<file path="config.mk">
export PLATFORM = sky130hd
export DESIGN_NAME = amac_front
export DESIGN_NICKNAME = d
export VERILOG_FILES = /design/src/hdl/amac_pkg.sv /design/src/hdl/amac_front.sv
export SDC_FILE = /design/constraint.sdc
export NUM_CORES = 1
export LEC_CHECK = 0
export BUFFER_PORTS_ARGS = -buffer_cell sky130_fd_sc_hd__buf_2
export CAP_MARGIN = 20
export CORE_AREA = 2 2 118 120
export DETAILED_ROUTE_END_ITERATION = 10
export DIE_AREA = 0 0 120 122
export PLACE_DENSITY = 0.53
export SLEW_MARGIN = 20
export SYNTH_ARGS = -nofsm -noshare
export SYNTH_HDL_FRONTEND = slang
export SYNTH_SLANG_ARGS = --single-unit
</file>
<file path="constraint.sdc">
create_clock -name vclk -period 1.4
set_input_delay 0.07 -clock vclk [all_inputs]
set_output_delay 0.07 -clock vclk [all_outputs]
set_load 0.1 [all_outputs]
</file>
<file path="src/hdl/amac_pkg.sv">
// ----------------------------------------------------------------------------
// amac_pkg: shared types for the multiply-accumulate unit
// Operation codes, the decoded request that the front end queues for the
// execute pipeline, and the result record that leaves it.
// ----------------------------------------------------------------------------
`default_nettype none

package amac_pkg;

  localparam int WORD_W = 32;
  localparam int HALF_W = 16;
  localparam int DUAL_W = 2 * HALF_W + 1;
  localparam logic [WORD_W-1:0] ROUND_CONST = 32'h8000_0000;

  typedef enum logic [3:0] {
    OP_MUL    = 4'd0,
    OP_MLA    = 4'd1,
    OP_UMULL  = 4'd2,
    OP_UMLAL  = 4'd3,
    OP_SMULL  = 4'd4,
    OP_SMLAL  = 4'd5,
    OP_UMAAL  = 4'd6,
    OP_SMUAD  = 4'd7,
    OP_SMUSD  = 4'd8,
    OP_SMLAD  = 4'd9,
    OP_SMLSD  = 4'd10,
    OP_SMLALD = 4'd11,
    OP_SMLSLD = 4'd12,
    OP_SMMUL  = 4'd13,
    OP_SMMLA  = 4'd14,
    OP_SMMLS  = 4'd15
  } op_e;

  // Control bits that steer the execute pipeline.
  typedef struct packed {
    logic mul_signed;   // 32x32 product treats both operands as signed
    logic dual;         // result built from the two 16x16 products
    logic dual_sub;     // second halfword product is subtracted
    logic neg_prod;     // 32x32 product is subtracted from the addend
    logic hi_word;      // result is the top word of the 64-bit sum
    logic long_res;     // two destination words are written
    logic q_check;      // signed 32-bit overflow sets Q
    logic flags_update; // N and Z are written
  } ctrl_t;

  typedef struct packed {
    ctrl_t             ctrl;
    logic [WORD_W-1:0] op_m;
    logic [WORD_W-1:0] op_s;      // halfword-swapped if dual and swap bit set
    logic [2*WORD_W-1:0] addend;  // 64-bit addend, zero when none
    logic [WORD_W-1:0] extra;     // second 32-bit addend for UMAAL
  } cmd_t;

  typedef struct packed {
    logic [WORD_W-1:0] result_low;
    logic [WORD_W-1:0] result_high;
    logic              writes_high;
    logic              flags_update;
    logic              n_flag;
    logic              z_flag;
    logic              q_set;
  } res_t;

endpackage

`default_nettype wire

</file>
<file path="src/hdl/amac_front.sv">
// ----------------------------------------------------------------------------
// amac_front: request classifier
// Turns an incoming request into control bits and pre-arranged operands.
// ----------------------------------------------------------------------------
`default_nettype none

module amac_front
  import amac_pkg::*;
(
  input  wire logic [3:0]        opcode,
  input  wire logic [WORD_W-1:0] op_m,
  input  wire logic [WORD_W-1:0] op_s,
  input  wire logic [WORD_W-1:0] addend_low,
  input  wire logic [WORD_W-1:0] addend_high,
  input  wire logic              set_flags,
  input  wire logic              swap_or_round,
  output cmd_t                   cmd
);

  logic [WORD_W-1:0] rnd;
  logic [WORD_W-1:0] s_rot;

  assign rnd   = swap_or_round ? ROUND_CONST : '0;
  assign s_rot = {op_s[HALF_W-1:0], op_s[WORD_W-1:HALF_W]};

  always_comb begin
    cmd.ctrl   = '0;
    cmd.op_m   = op_m;
    cmd.op_s   = op_s;
    cmd.addend = '0;
    cmd.extra  = '0;
    case (op_e'(opcode))
      OP_MUL: begin
        cmd.ctrl.flags_update = set_flags;
      end
      OP_MLA: begin
        cmd.ctrl.flags_update = set_flags;
        cmd.addend = {{WORD_W{1'b0}}, addend_low};
      end
      OP_UMULL: begin
        cmd.ctrl.flags_update = set_flags;
        cmd.ctrl.long_res = 1'b1;
      end
      OP_UMLAL: begin
        cmd.ctrl.flags_update = set_flags;
        cmd.ctrl.long_res = 1'b1;
        cmd.addend = {addend_high, addend_low};
      end
      OP_SMULL: begin
        cmd.ctrl.flags_update = set_flags;
        cmd.ctrl.long_res = 1'b1;
        cmd.ctrl.mul_signed = 1'b1;
      end
      OP_SMLAL: begin
        cmd.ctrl.flags_update = set_flags;
        cmd.ctrl.long_res = 1'b1;
        cmd.ctrl.mul_signed = 1'b1;
        cmd.addend = {addend_high, addend_low};
      end
      OP_UMAAL: begin
        cmd.ctrl.long_res = 1'b1;
        cmd.addend = {{WORD_W{1'b0}}, addend_low};
        cmd.extra  = addend_high;
      end
      OP_SMUAD: begin
        cmd.ctrl.dual = 1'b1;
        cmd.ctrl.q_check = 1'b1;
      end
      OP_SMUSD: begin
        cmd.ctrl.dual = 1'b1;
        cmd.ctrl.dual_sub = 1'b1;
      end
      OP_SMLAD: begin
        cmd.ctrl.dual = 1'b1;
        cmd.ctrl.q_check = 1'b1;
        cmd.addend = {{WORD_W{addend_low[WORD_W-1]}}, addend_low};
      end
      OP_SMLSD: begin
        cmd.ctrl.dual = 1'b1;
        cmd.ctrl.dual_sub = 1'b1;
        cmd.ctrl.q_check = 1'b1;
        cmd.addend = {{WORD_W{addend_low[WORD_W-1]}}, addend_low};
      end
      OP_SMLALD: begin
        cmd.ctrl.dual = 1'b1;
        cmd.ctrl.long_res = 1'b1;
        cmd.addend = {addend_high, addend_low};
      end
      OP_SMLSLD: begin
        cmd.ctrl.dual = 1'b1;
        cmd.ctrl.dual_sub = 1'b1;
        cmd.ctrl.long_res = 1'b1;
        cmd.addend = {addend_high, addend_low};
      end
      OP_SMMUL: begin
        cmd.ctrl.mul_signed = 1'b1;
        cmd.ctrl.hi_word = 1'b1;
        cmd.addend = {{WORD_W{1'b0}}, rnd};
      end
      OP_SMMLA: begin
        cmd.ctrl.mul_signed = 1'b1;
        cmd.ctrl.hi_word = 1'b1;
        cmd.addend = {addend_low, rnd};
      end
      OP_SMMLS: begin
        cmd.ctrl.mul_signed = 1'b1;
        cmd.ctrl.hi_word = 1'b1;
        cmd.ctrl.neg_prod = 1'b1;
        cmd.addend = {addend_low, rnd};
      end
      default: begin
        cmd.ctrl = '0;
      end
    endcase
    // Dual forms may swap the halves of the second operand.
    if (cmd.ctrl.dual && swap_or_round) begin
      cmd.op_s = s_rot;
    end
  end

endmodule

`default_nettype wire

</file>
==> metrics <==
Crit Path Max Fanout 15; WP data required roughly 1.3 ns; Final setup viols 55; RSZ-0062 raised after global routing true; DIE AREA between 10000 and 15000 um2; Final Critical Period ~1.4 ns; Tcrit/Tclk final 103.2%; sequential fraction of the synthesis area 0%; Final nets 593; Starting Density approximately 14%; num ports between 300 and 400; Logic pwr share 100.0%; Internal Power approximately 1.8 mW; Global Route Usage Sum 15.31%; failing checks setup timing; Setup TNS -0.9529 ns; most frequent cells in the layout buf_12 (154), buf_2 (97), and2_2 (31), mux2_4 (31); slew of the pin with the lowest slew margin ~0.3 ns; Warnings, synthesis 0; final RePlAce weighted congestion 0.8132; area delta synth->final 240.7%; startpoint types input pin; cell count after synthesis 229; First DRT Iteration DRCs 52; DRC errors left 0; vias in the first global route 2936; Antenna Nets Post-Route 0; DP Wirelength approximately 10 mm; Syn Area/Cell roughly 8.5 um2; GRT Residual Overflow 0; Netlist cell types 34; PnR worst setup slack -0.04471 ns; Fin. Hold Viols 0; vias per inst between 4 and 5; Cell Rows 43; layout cells sized above 1 94.31%; Die Y 122 um; Clock power frac 0%; Lkg Pwr about 3.0 nW; port buffer count ~240; first-pass GRT wire length 17.68 mm; Psw around 2.8 mW; Slew Limit Fails 0; clock buffers 0; status complete, but fails checks; DR WL/cell ~19 um; Reg power frac 0%; Initial DRT Pass Iterations 4; most common cell after layout, fill and taps aside buf_12; Hold/Removal Path Class input pin to output port; Synthesized Nets ~360; routed wire length 11.99 mm; hold path depth 0; maxcap violations 0; largest net degree at the start of global routing 27; Worst Setup End Kind output port; number of antenna violations at the first check in global routing 0; Mapped Area slightly below 2000 um2; die width 120 um; Seq Cell Count 0; via count 2759; Critical Path AT between 1 and 1.5 ns; Sw Share 60.67%; Worst slew margin 79.56%; Final Power between 4 and 5 mW; Peak supply drop just over 0.0003 V; Cell Pwr Density 696.3 nW/um2; Peak Freq 692.2 MHz; area taken by flip-flops and latches 0 um2; DP Worst Slack -0.1504 ns; Core Box Area around 14000 um2; Setup CP Type input pin to output port; Antenna Cells 0
## repair_timing
item,CTS,global route
setup endpoints to repair,123,90
setup buffers,4,0
cloned,6,0
gates resized for setup,45,9
hold buffers,0,0
pin swaps,9,13
## per-stage QoR
stage,area [um2],util (%),hold WS [ns],instances
after floorplan,2679,-,0.3411,229
after global placement,6168,45.68,0.1407,628
after detailed placement,6168,45.68,0.1407,628
after CTS,6556,48.55,0.1407,637
after global routing,6599,48.86,0.1402,637
final,6599,48.86,0.1400,637
## worst max-delay path, stage by stage
cell       delay (ns)
buf_8            0.10
and2_4           0.14
a32o_2           0.27
bufbuf_16        0.30
mux2_4           0.32
buf_12           0.17
## power by group through the flow
stage	Combinational, mW	Clock, mW	Sequential, mW
floorplan	3.19	0	0
global placement	4.41	0	0
detailed placement	4.44	0	0
CTS	4.61	0	0
global route	4.71	0	0
finish	4.59	0	0
## path summary, 6_finish.rpt
kind / from / end / slack, ns
max: swap_or_round / cmd[111] / -0.04
min: op_m[4] / cmd[132] / 0.14
## cell usage after synthesis (all sizes together) (2+ instances only)
master / n / share of area [%]
buf: 49 / 20
and2: 35 / 11
a221o: 32 / 17
mux2: 32 / 24
a21boi: 31 / 12
clkbuf: 12 / 2.3
nand2: 5 / 0.97
nor2b: 3 / 0.97
a21oi: 2 / 0.52
a32o: 2 / 1.1
and3: 2 / 0.65
inv: 2 / 0.39
mux2i: 2 / 1.0
nand2b: 2 / 0.65
nor2: 2 / 0.39
nor3b: 2 / 0.77
o211ai: 2 / 0.77
xor2: 2 / 0.90
## kinds of logic after synthesis
family	count (synthesis)	synth area share [%]
xor gates and xnor gates	2	0.9046
buffers and inverters	63	22.29
muxes	34	25.45
and+or+nand+nor	55	17.38
AOI/OAI and AO/OA	75	33.98
## metal layers
metal  part of all wire (%)  track usage, %  routed length, um
met1                     35           16.71               4147
met2                     57           31.29               6817
met3                    8.1           3.184                970
met4                   0.44          0.8824                 53
met5                      0               0                  0
## area by class of cell
class	instances	area, um2
fillers	1142	6905
multi-input cells	166	2338
well taps	180	225.2
inverters	2	7.507
repair buffers	289	4028
(Power assumes the default switching activity.)
