`src/hdl/amac_pkg.sv`:
```
// ----------------------------------------------------------------------------
// amac_pkg: shared types for the multiply-accumulate unit
// Operation codes, the decoded request that the front end queues for the
// execute pipeline, and the result record that leaves it.
// ----------------------------------------------------------------------------
`default_nettype none

package amac_pkg;

  localparam int WORD_W = 32;
  localparam int HALF_W = 16;
  localparam int DUAL_W = 2 * HALF_W + 1;
  localparam logic [WORD_W-1:0] ROUND_CONST = 32'h8000_0000;

  typedef enum logic [3:0] {
    OP_MUL    = 4'd0,
    OP_MLA    = 4'd1,
    OP_UMULL  = 4'd2,
    OP_UMLAL  = 4'd3,
    OP_SMULL  = 4'd4,
    OP_SMLAL  = 4'd5,
    OP_UMAAL  = 4'd6,
    OP_SMUAD  = 4'd7,
    OP_SMUSD  = 4'd8,
    OP_SMLAD  = 4'd9,
    OP_SMLSD  = 4'd10,
    OP_SMLALD = 4'd11,
    OP_SMLSLD = 4'd12,
    OP_SMMUL  = 4'd13,
    OP_SMMLA  = 4'd14,
    OP_SMMLS  = 4'd15
  } op_e;

  // Control bits that steer the execute pipeline.
  typedef struct packed {
    logic mul_signed;   // 32x32 product treats both operands as signed
    logic dual;         // result built from the two 16x16 products
    logic dual_sub;     // second halfword product is subtracted
    logic neg_prod;     // 32x32 product is subtracted from the addend
    logic hi_word;      // result is the top word of the 64-bit sum
    logic long_res;     // two destination words are written
    logic q_check;      // signed 32-bit overflow sets Q
    logic flags_update; // N and Z are written
  } ctrl_t;

  typedef struct packed {
    ctrl_t             ctrl;
    logic [WORD_W-1:0] op_m;
    logic [WORD_W-1:0] op_s;      // halfword-swapped if dual and swap bit set
    logic [2*WORD_W-1:0] addend;  // 64-bit addend, zero when none
    logic [WORD_W-1:0] extra;     // second 32-bit addend for UMAAL
  } cmd_t;

  typedef struct packed {
    logic [WORD_W-1:0] result_low;
    logic [WORD_W-1:0] result_high;
    logic              writes_high;
    logic              flags_update;
    logic              n_flag;
    logic              z_flag;
    logic              q_set;
  } res_t;

endpackage

`default_nettype wire

```
`src/hdl/amac_queue.sv`:
```
// ----------------------------------------------------------------------------
// amac_queue: decoded request queue
// Small first-in first-out buffer between the front end and the execute
// pipeline.
// ----------------------------------------------------------------------------
`default_nettype none

module amac_queue
  import amac_pkg::*;
#(
  parameter int DEPTH = 4
) (
  input  wire logic clk,
  input  wire logic rst,
  input  wire logic push,
  input  wire cmd_t push_cmd,
  output logic      full,
  input  wire logic pop,
  output logic      not_empty,
  output cmd_t      head_cmd
);

  localparam int AW = (DEPTH > 1) ? $clog2(DEPTH) : 1;
  localparam int CW = $clog2(DEPTH + 1);

  cmd_t          mem [DEPTH];
  logic [AW-1:0] wr_ptr;
  logic [AW-1:0] rd_ptr;
  logic [CW-1:0] count;

  assign full      = (count == CW'(DEPTH));
  assign not_empty = (count != '0);
  assign head_cmd  = mem[rd_ptr];

  always_ff @(posedge clk) begin
    if (push) begin
      mem[wr_ptr] <= push_cmd;
    end
  end

  always_ff @(posedge clk) begin
    if (rst) begin
      wr_ptr <= '0;
      rd_ptr <= '0;
      count  <= '0;
    end else begin
      if (push) begin
        wr_ptr <= (wr_ptr == AW'(DEPTH - 1)) ? '0 : wr_ptr + 1'b1;
      end
      if (pop) begin
        rd_ptr <= (rd_ptr == AW'(DEPTH - 1)) ? '0 : rd_ptr + 1'b1;
      end
      case ({push, pop})
        2'b10:   count <= count + 1'b1;
        2'b01:   count <= count - 1'b1;
        default: count <= count;
      endcase
    end
  end

  a_no_overflow: assert property (@(posedge clk) disable iff (rst)
    !(push && full)) else $error("request queue written while full");

  a_no_underflow: assert property (@(posedge clk) disable iff (rst)
    !(pop && !not_empty)) else $error("request queue read while empty");

  a_count_in_range: assert property (@(posedge clk) disable iff (rst)
    count <= CW'(DEPTH)) else $error("request queue count out of range");

  a_count_grows: assert property (@(posedge clk) disable iff (rst)
    (push && !pop) |=> (count == $past(count) + 1'b1))
    else $error("request queue count did not follow a write");

endmodule

`default_nettype wire

```
`config.mk`:
```
export PLATFORM = sky130hd
export DESIGN_NAME = amac_queue
export DESIGN_NICKNAME = d
export VERILOG_FILES = /design/src/hdl/amac_pkg.sv /design/src/hdl/amac_queue.sv
export SDC_FILE = /design/constraint.sdc
export NUM_CORES = 1
export LEC_CHECK = 0
export ABC_AREA = 1
export BUFFER_PORTS_ARGS = -buffer_cell sky130_fd_sc_hd__clkbuf_2
export CAP_MARGIN = 0
export CELL_PAD_IN_SITES_DETAIL_PLACEMENT = 2
export CELL_PAD_IN_SITES_GLOBAL_PLACEMENT = 2
export CORE_ASPECT_RATIO = 2
export CORE_MARGIN = 1.5
export CORE_UTILIZATION = 42
export CTS_BUF_LIST = sky130_fd_sc_hd__clkbuf_8
export CTS_CLUSTER_DIAMETER = 50
export CTS_CLUSTER_SIZE = 14
export DETAILED_ROUTE_END_ITERATION = 6
export PLACE_DENSITY = 0.85
export SETUP_SLACK_MARGIN = 0.15
export SLEW_MARGIN = 20
export SYNTH_ARGS = -nofsm -noshare
export SYNTH_HDL_FRONTEND = slang
export SYNTH_SLANG_ARGS = --single-unit
export TNS_END_PERCENT = 100
```
`constraint.sdc`:
```
create_clock -name clk -period 6.3 [get_ports clk]
set_input_delay 0.945 -clock clk [delete_from_list [all_inputs] [get_ports clk]]
set_output_delay 0.945 -clock clk [all_outputs]
set_load 0.005 [all_outputs]
```
==> Implementation_results.wiki, run 1 <==
{| class="wikitable"
! Metric !! Value
|-
| Worst endpoint required time || 5.35 ns
|-
| Clock root buffer || clkbuf_8
|-
| Number of instances in the synthesized netlist || 1,684
|-
| Number of routed nets with antenna violations || 0
|-
| Worst path max stage delay || 0.71 ns
|-
| Fin crit period || 4.30 ns
|-
| Achievable frequency || 232 MHz
|-
| Fraction of the yosys area taken by sequential cells || 80.8%
|-
| Placed wire-length estimate || 46,100 um
|-
| Worst slew pin tran || 1.02 ns
|-
| Number of buffers inserted to repair setup after CTS || 0
|-
| Number of nets in the layout || 2,165
|-
| Per-cell routed wire length || 26.3 um
|-
| Syn Area/Cell || 15.0 um^2
|-
| Total Routing Usage GR || 23.8%
|-
| Setup-failing EPs final || 0
|-
| Placer's final routability congestion estimate || 0.739
|-
| Buffers on Ports || 341
|-
| Number of gates resized after CTS || 0
|-
| Share of post-route cells with drive strength above 1 || 21.2%
|-
| Max-slew violations || 0
|-
| Rows || 126
|-
| First-pass iteration count of the detailed router || 5
|-
| Synthesized flop and latch total || 681
|-
| Number of library cell types mapped by synthesis || 20
|-
| Register clock-pin slew on the reported worst setup and hold paths || 0.09 ns
|-
| Endpoint arrival time on the critical path || 3.36 ns
|-
| Clk_lat worst skew || 0.68 ns
|-
| Total via count after detailed routing || 15,400
|-
| Highest-delay cell along the critical path || buf_4
|-
| Leakage || 9.78 nW
|-
| Post-route worst setup slack || 2.00 ns
|-
| Clock tree from TritonCTS || yes
|-
| X dimension of the die || 176 um
|-
| Area delta synth->final || 13.0%
|-
| Cell Int Power || 6.35 mW
|-
| Post-place setup slack || 2.73 ns
|-
| Startpoint Class || flop
|-
| Maximum VDD drop || 0.000223 V
|-
| RSZ-0062 raised after global routing || no
|-
| Maximum clock path buffer count || 3
|-
| Number of antenna violations at the first check in global routing || 19
|-
| Total wirelength of the detailed-routed design || 73,300 um
|-
| Clock buffers created by TritonCTS || 55
|-
| Post-Syn Area || 0.0252 mm^2
|-
| Post-DR vias/cell || 5.54
|-
| Share of total power in the clock network || 27.1%
|-
| Global-route wire length before repair || 108,000 um
|-
| Height of the chip || 349 um
|-
| Initial standard-cell utilization of the core || 42.6%
|-
| Die Footprint || 0.0615 mm^2
|-
| Share of the clock period used by the worst path after layout || 68.3%
|-
| TritonCTS Sinks || 681
|-
| H-tree Lvls || 2
|-
| List of cells traversed by the critical path || inv_8 > buf_4 > o21ai_0 > o22ai_1 > clkbuf_2
|-
| Worst-case clock skew || 0.0359 ns
|-
| Result of the run || finished clean
|-
| Global route total overflow || 0
|-
| Count of unresolved DRC violations after routing || 0
|-
| Final number of hold-violating endpoints || 0
|-
| Area of the core || 0.0591 mm^2
|-
| Vias in the first global route || 17,600
|-
| HP Class || input port to flop
|-
| Element type at the critical path end || output pin
|-
| Net switching power figure || 2.11 mW
|-
| Hold Buf Count CTS || 0
|-
| Category of the critical setup timing path || flop to output pin
|-
| Maximum number of pins on one net before global-route repair || 173
|-
| Maximum fanout along the worst path || 172
|-
| Syn_nets || 1,863
|-
| Number of synthesis warnings || 0
|-
| Cell area power density || 297 mW/mm^2
|-
| Number of ports placed on the die boundary || 342
|-
| Relative contribution of sequential cells to total power || 62.0%
|-
| Relative slew slack || 31.8%
|-
| Max-cap violation count || 0
|-
| Final total negative setup slack || 0 ns
|-
| Fraction of power consumed by combinational cells || 11.0%
|-
| Initial DRC Count || 1,012
|-
| Switching part of the total || 24.9%
|}
-- Yosys cell counts --
cell type / count / share of area [%]
a21oi_1: 5 / 0.099
buf_2: 22 / 0.44
buf_4: 2 / 0.060
buf_6: 13 / 0.58
clkbuf_1: 71 / 1.1
clkbuf_2: 2 / 0.040
dfxtp_1: 9 / 0.72
edfxtp_1: 672 / 80
fa_1: 1 / 0.079
ha_1: 6 / 0.30
inv_1: 17 / 0.25
inv_2: 1 / 0.015
nand2_1: 8 / 0.12
nand3_1: 2 / 0.040
nand4_1: 1 / 0.025
nor2_1: 341 / 5.1
nor3_1: 3 / 0.060
o21ai_0: 334 / 6.6
o21ai_1: 6 / 0.12
o22ai_1: 168 / 4.2
-- power groups by stage --
stage	clock network [mW]	registers, mW	logic, mW
6_report	2.29	5.24	0.926
3_3_place_gp	0	5.32	0.875
3_5_place_dp	0	5.35	0.944
5_1_grt	2.51	5.25	1.02
2_1_floorplan	0	5.34	0.448
4_1_cts	2.38	5.24	0.950
-- through the flow --
| stage | area, um^2 | utilization (%) | power (mW) | std cells | hold WS [ns] |
|---|---|---|---|---|---|
| after detailed placement | 27500 | 46.6 | 6.29 | 2697 | 0.537 |
| after global placement | 27500 | 46.6 | 6.20 | 2697 | 0.508 |
| after CTS | 28400 | 48.1 | 8.57 | 2773 | 0.407 |
| after floorplan | 25200 | - | 5.78 | 1684 | 0.490 |
| final | 28500 | 48.2 | 8.45 | 2785 | 0.475 |
| after global routing | 28500 | 48.2 | 8.78 | 2784 | 0.431 |
-- placed cells by master, fill, tap and decap left out --
cell,synthesis,routed
edfxtp_1,672,672
nor2_1,341,341
clkbuf_2,2,341
o21ai_0,334,334
o22ai_1,168,168
clkbuf_8,0,55
inv_1,17,26
diode_2,0,12
nand2_1,8,8
dfxtp_1,9,7
buf_12,0,7
buf_4,2,7
o21ai_1,6,6
ha_1,6,6
a21oi_1,5,5
clkinv_4,0,4
nor3_1,3,3
clkinvlp_4,0,3
nand3_1,2,2
dfxtp_4,0,2
bufinv_16,0,2
inv_8,0,1
inv_4,0,1
nand4_1,1,1
fa_1,1,1
inv_6,0,1
clkinv_2,0,1
-- worst max-delay path, delay by kind of cell, from the launching register on --
kind            cells  cell delay (ns)
flops               1             0.45
buf+inv             3             1.58
compound gates      2             0.47
-- layer usage --
metal / vias up / global-route usage (%) / wire length [um]
met1: 7933 / 25.2 / 26200
met5: - / 0 / 93
li1: 6949 / - / -
met3: 127 / 5.13 / 4140
met4: 14 / 10.1 / 2620
met2: 419 / 44.9 / 40300
-- path summary, 6_finish.rpt --
| path | start | end | slack (ns) | cells after the start |
|---|---|---|---|---|
| min reg2reg | count[2]$_SDFFE_PP0P_ | count[2]$_SDFFE_PP0P_ | 0.56 | 3 |
| min | push_cmd[147] | mem[1][147]$_DFFE_PP_ | 0.48 | 1 |
| max | flop | head_cmd[146] | 2.00 | 5 |
| max reg2reg | wr_ptr[0]$_SDFFE_PP0P_ | mem[3][166]$_DFFE_PP_ | 3.71 | 4 |
-- final cells by class --
type                            count  area [um^2]
Fill cell                        5677        30600
Sequential cell                   681        20400
Multi-Input combinational cell    875         4210
Timing Repair Buffer              355         1900
Tap cell                          768          961
Clock buffer                       55          757
Clock inverter                     21          149
Inverter                           18         97.6
Antenna cell                       12         30.0
-- sequential cells by signal, indices dropped and copies added, names as in the netlist, named ones only --
register  flops
count         3
rd_ptr        2
mem         672
wr_ptr        2
-- cell families (layout without fill, tap and decap cells) --
kind of cell,after synthesis,after routing,share of synthesized area [%]
simple gates,355,355,5.32
other cells,0,12,0
flops,681,681,80.8
compound gates,513,513,11.0
buf+inv,128,449,2.44
fa+ha+maj,7,7,0.378
No activity file was read; power rests on OpenSTA's default activity.
==> inputs of run 2 (changes only) <==
--- a/config.mk
+++ b/config.mk
@@ -5,19 +5,19 @@
 export SDC_FILE = /design/constraint.sdc
 export NUM_CORES = 1
 export LEC_CHECK = 0
-export ABC_AREA = 1
+export ABC_AREA = 0
 export BUFFER_PORTS_ARGS = -buffer_cell sky130_fd_sc_hd__clkbuf_2
 export CAP_MARGIN = 0
 export CELL_PAD_IN_SITES_DETAIL_PLACEMENT = 2
 export CELL_PAD_IN_SITES_GLOBAL_PLACEMENT = 2
 export CORE_ASPECT_RATIO = 2
 export CORE_MARGIN = 1.5
-export CORE_UTILIZATION = 42
+export CORE_UTILIZATION = 47
 export CTS_BUF_LIST = sky130_fd_sc_hd__clkbuf_8
 export CTS_CLUSTER_DIAMETER = 50
 export CTS_CLUSTER_SIZE = 14
 export DETAILED_ROUTE_END_ITERATION = 6
-export PLACE_DENSITY = 0.85
+export PLACE_DENSITY = 0.86
 export SETUP_SLACK_MARGIN = 0.15
 export SLEW_MARGIN = 20
 export SYNTH_ARGS = -nofsm -noshare
==> constraint.sdc (replaced) <==
create_clock -name clk -period 4.4 [get_ports clk]
set_input_delay 0.66 -clock clk [delete_from_list [all_inputs] [get_ports clk]]
set_output_delay 0.66 -clock clk [all_outputs]
set_load 0.005 [all_outputs]
==> run 2 against run 1 <==
  * Global-route usage is 1.1 points higher
  * Clock power is 37% higher
  * Count of clock-buffer cells in the layout up 3
  * Final cell count is 29% lower
  * Critical endpoint is now head_cmd[38]
  * Wire length down 10%
==> Implementation_results.wiki, run 2 <==
{| class="wikitable"
! Metric !! Value
|-
| Per-cell routed wire length || 33.2 um
|-
| Number of synthesis warnings || 0
|-
| Share of Yosys cell area claimed by the top area cell type || 81.7%
|-
| Number of buffers inserted to repair setup after CTS || 0
|-
| Die Footprint || 0.0540 mm^2
|-
| Final total negative setup slack || 0 ns
|-
| Global-route wire length before repair || 92,600 um
|-
| Initial standard-cell utilization of the core || 47.6%
|-
| Area delta synth->final || 13.7%
|-
| Initial DRC Count || 657
|-
| Max-cap violation count || 0
|-
| Achievable frequency || 315 MHz
|-
| Element type at the critical path end || output pin
|-
| Setup slack of the most critical reg-to-reg path || 2.12 ns
|-
| Worst slew pin tran || 0.822 ns
|-
| Buf/Inv on CP || 2
|-
| Fraction of synthesis flops using an asynchronous set or reset pin || 0%
|-
| X dimension of the die || 165 um
|-
| Total Routing Usage GR || 24.9%
|-
| Library cell occupying the most area in the post-synthesis netlist || edfxtp_1
|-
| List of cells traversed by the critical path || buf_12 > mux4_2 > clkbuf_2
|-
| Relative slew slack || 45.2%
|-
| Commonest non-fill, non-tap cell in the layout || edfxtp_1
|-
| Category of the critical setup timing path || flop to output pin
|-
| Hold Buf Count CTS || 0
|-
| Post-Syn Area || 0.0247 mm^2
|-
| Maximum number of pins on one net before global-route repair || 91
|-
| Total stage count of the critical path || 3
|-
| Endpoint arrival time on the critical path || 2.52 ns
|-
| Number of gates resized after CTS || 0
|-
| Height of the chip || 327 um
|-
| Number of ports placed on the die boundary || 342
|-
| Cell area power density || 419 mW/mm^2
|-
| Depth of the worst register-to-register path || 4
|-
| Post-layout instance count excluding filler cells || 1,979
|-
| Clock tree from TritonCTS || yes
|-
| Number of library cell types mapped by synthesis || 18
|-
| Placed wire-length estimate || 45,200 um
|-
| Count of unresolved DRC violations after routing || 0
|-
| Vias in the first global route || 13,000
|-
| First-pass iteration count of the detailed router || 5
|-
| Rows || 118
|-
| Number of enable flip-flop cells after synthesis || 672
|-
| Max-slew violations || 0
|-
| Clk_lat worst skew || 0.68 ns
|-
| Fraction of the yosys area taken by sequential cells || 82.5%
|-
| Hold-critical path depth || 1
|-
| H-tree Lvls || 2
|-
| Most used flip-flop cell after synthesis || edfxtp_1
|-
| Synth area leaders || edfxtp_1, mux4_2, dfxtp_1
|-
| Global route total overflow || 0
|-
| Commonest cells after routing, fill and taps aside || edfxtp_1, clkbuf_2, mux4_2, clkbuf_8, inv_1
|-
| Syn_nets || 1,105
|-
| Worst-case clock skew || 0.0251 ns
|-
| Register clock-pin slew on the reported worst setup and hold paths || 0.10 ns
|-
| Total via count after detailed routing || 11,200
|-
| Clock root buffer || clkbuf_8
|-
| Number of antenna violations at the first check in global routing || 9
|-
| Fin crit period || 3.18 ns
|-
| Share of post-route cells with drive strength above 1 || 44.7%
|-
| Most frequently used cell type in the post-synthesis netlist || edfxtp_1
|-
| Worst endpoint required time || 3.74 ns
|-
| Setup-failing EPs final || 0
|-
| Startpoint Class || flop
|-
| RSZ-0062 raised after global routing || no
|-
| Synthesized flop and latch total || 681
|-
| Highest-delay cell along the critical path || mux4_2
|-
| Buffers on Ports || 341
|-
| Clock buffers created by TritonCTS || 54
|-
| Top cells by instance count after synthesis || edfxtp_1, mux4_2, buf_2
|-
| Power Total || 11.8 mW
|-
| Syn Area/Cell || 26.7 um^2
|-
| Leakage || 9.31 nW
|-
| TritonCTS Sinks || 681
|-
| Maximum clock path buffer count || 3
|-
| Max reg flops || 672
|-
| Number of instances in the synthesized netlist || 926
|-
| Maximum fanout along the worst path || 90
|-
| Largest regs || mem (672), count (3)
|-
| Result of the run || finished clean
|-
| Placed cell count || 1,902
|-
| Register with the most flip-flops || mem
|-
| HP Class || input port to flop
|-
| Cell family with most CP delay || buffers and inverters
|-
| Maximum VDD drop || 0.000325 V
|-
| Number of nets in the layout || 1,477
|-
| Share of the clock period used by the worst path after layout || 72.2%
|-
| Number of routed nets with antenna violations || 0
|-
| Placer's final routability congestion estimate || 0.722
|-
| Worst path max stage delay || 0.64 ns
|-
| Final number of hold-violating endpoints || 0
|-
| Post-DR vias/cell || 5.64
|-
| Area of the core || 0.0518 mm^2
|-
| Source of the worst register-to-register timing path || wr_ptr[0]$_SDFFE_PP0P_
|-
| Total wirelength of the detailed-routed design || 65,700 um
|-
| Hold path start || push_cmd[96]
|}
-- run 2: changes by cell type in the layout (fill, tap and decap cells not counted), sizes merged, moves of 4 or more --
cell	before	now
diode	12	7
inv	29	18
o22ai	168	0
clkinv	5	1
nor2	341	7
o21ai	340	1
and2	0	4
mux4	0	168
nand2	8	0
-- run 2: report_power, final --
group / switching, mW / leakage (nW) / internal, mW / total, mW
logic: 0.637 / 2.58 / 0.506 / 1.14
clock network: 1.94 / 0.477 / 1.18 / 3.13
registers: 0.0909 / 6.25 / 7.40 / 7.49
-- run 2: logic make-up (layout without fill, tap and decap cells) --
| logic type | after synthesis | count (layout) | synth area share, % |
|---|---|---|---|
| AOI/OAI and AO/OA | 5 | 5 | 0.101 |
| DFF | 681 | 681 | 82.5 |
| muxes | 170 | 170 | 15.4 |
| xor gates and xnor gates | 2 | 2 | 0.0710 |
| and+or+nand+nor | 16 | 16 | 0.345 |
| buffers and inverters | 45 | 431 | 1.23 |
| other | 0 | 7 | 0 |
| adders and majority gates | 7 | 7 | 0.385 |
-- run 2: cell type report --
cell class / instances / area [um^2]
Multi-Input combinational cell: 200 / 4040
Fill cell: 4278 / 23800
Clock buffer: 58 / 798
Antenna cell: 7 / 17.5
Inverter: 7 / 26.3
Sequential cell: 681 / 20400
Tap cell: 660 / 826
Clock inverter: 12 / 45.0
Timing Repair Buffer: 354 / 1950
-- run 2: final timing paths --
kind                                end
setup / recovery           head_cmd[38]
hold / removal     mem[3][96]$_DFFE_PP_
setup reg to reg   mem[0][89]$_DFFE_PP_
hold reg to reg   count[2]$_SDFFE_PP0P_
-- run 2: metrics by stage --
stage | util [%] | hold slack, ns | cell area [um^2] | setup WS (ns)
final | 54.2 | 0.192 | 28100 | 1.22
after global routing | 54.2 | 0.161 | 28100 | 1.06
after CTS | 54.1 | 0.136 | 28100 | 1.15
after detailed placement | 52.5 | 0.510 | 27200 | 1.87
after global placement | 52.5 | 0.473 | 27200 | 1.95
after floorplan | - | 0.456 | 24700 | 1.24
-- run 2: routing by layer --
layer | wire length [um] | global-route usage (%) | up-vias
met5 | 23 | 0 | -
met4 | 2080 | 8.72 | 4
met3 | 3140 | 4.28 | 102
met2 | 38600 | 48.1 | 385
met1 | 21900 | 26.4 | 5964
li1 | - | - | 4712
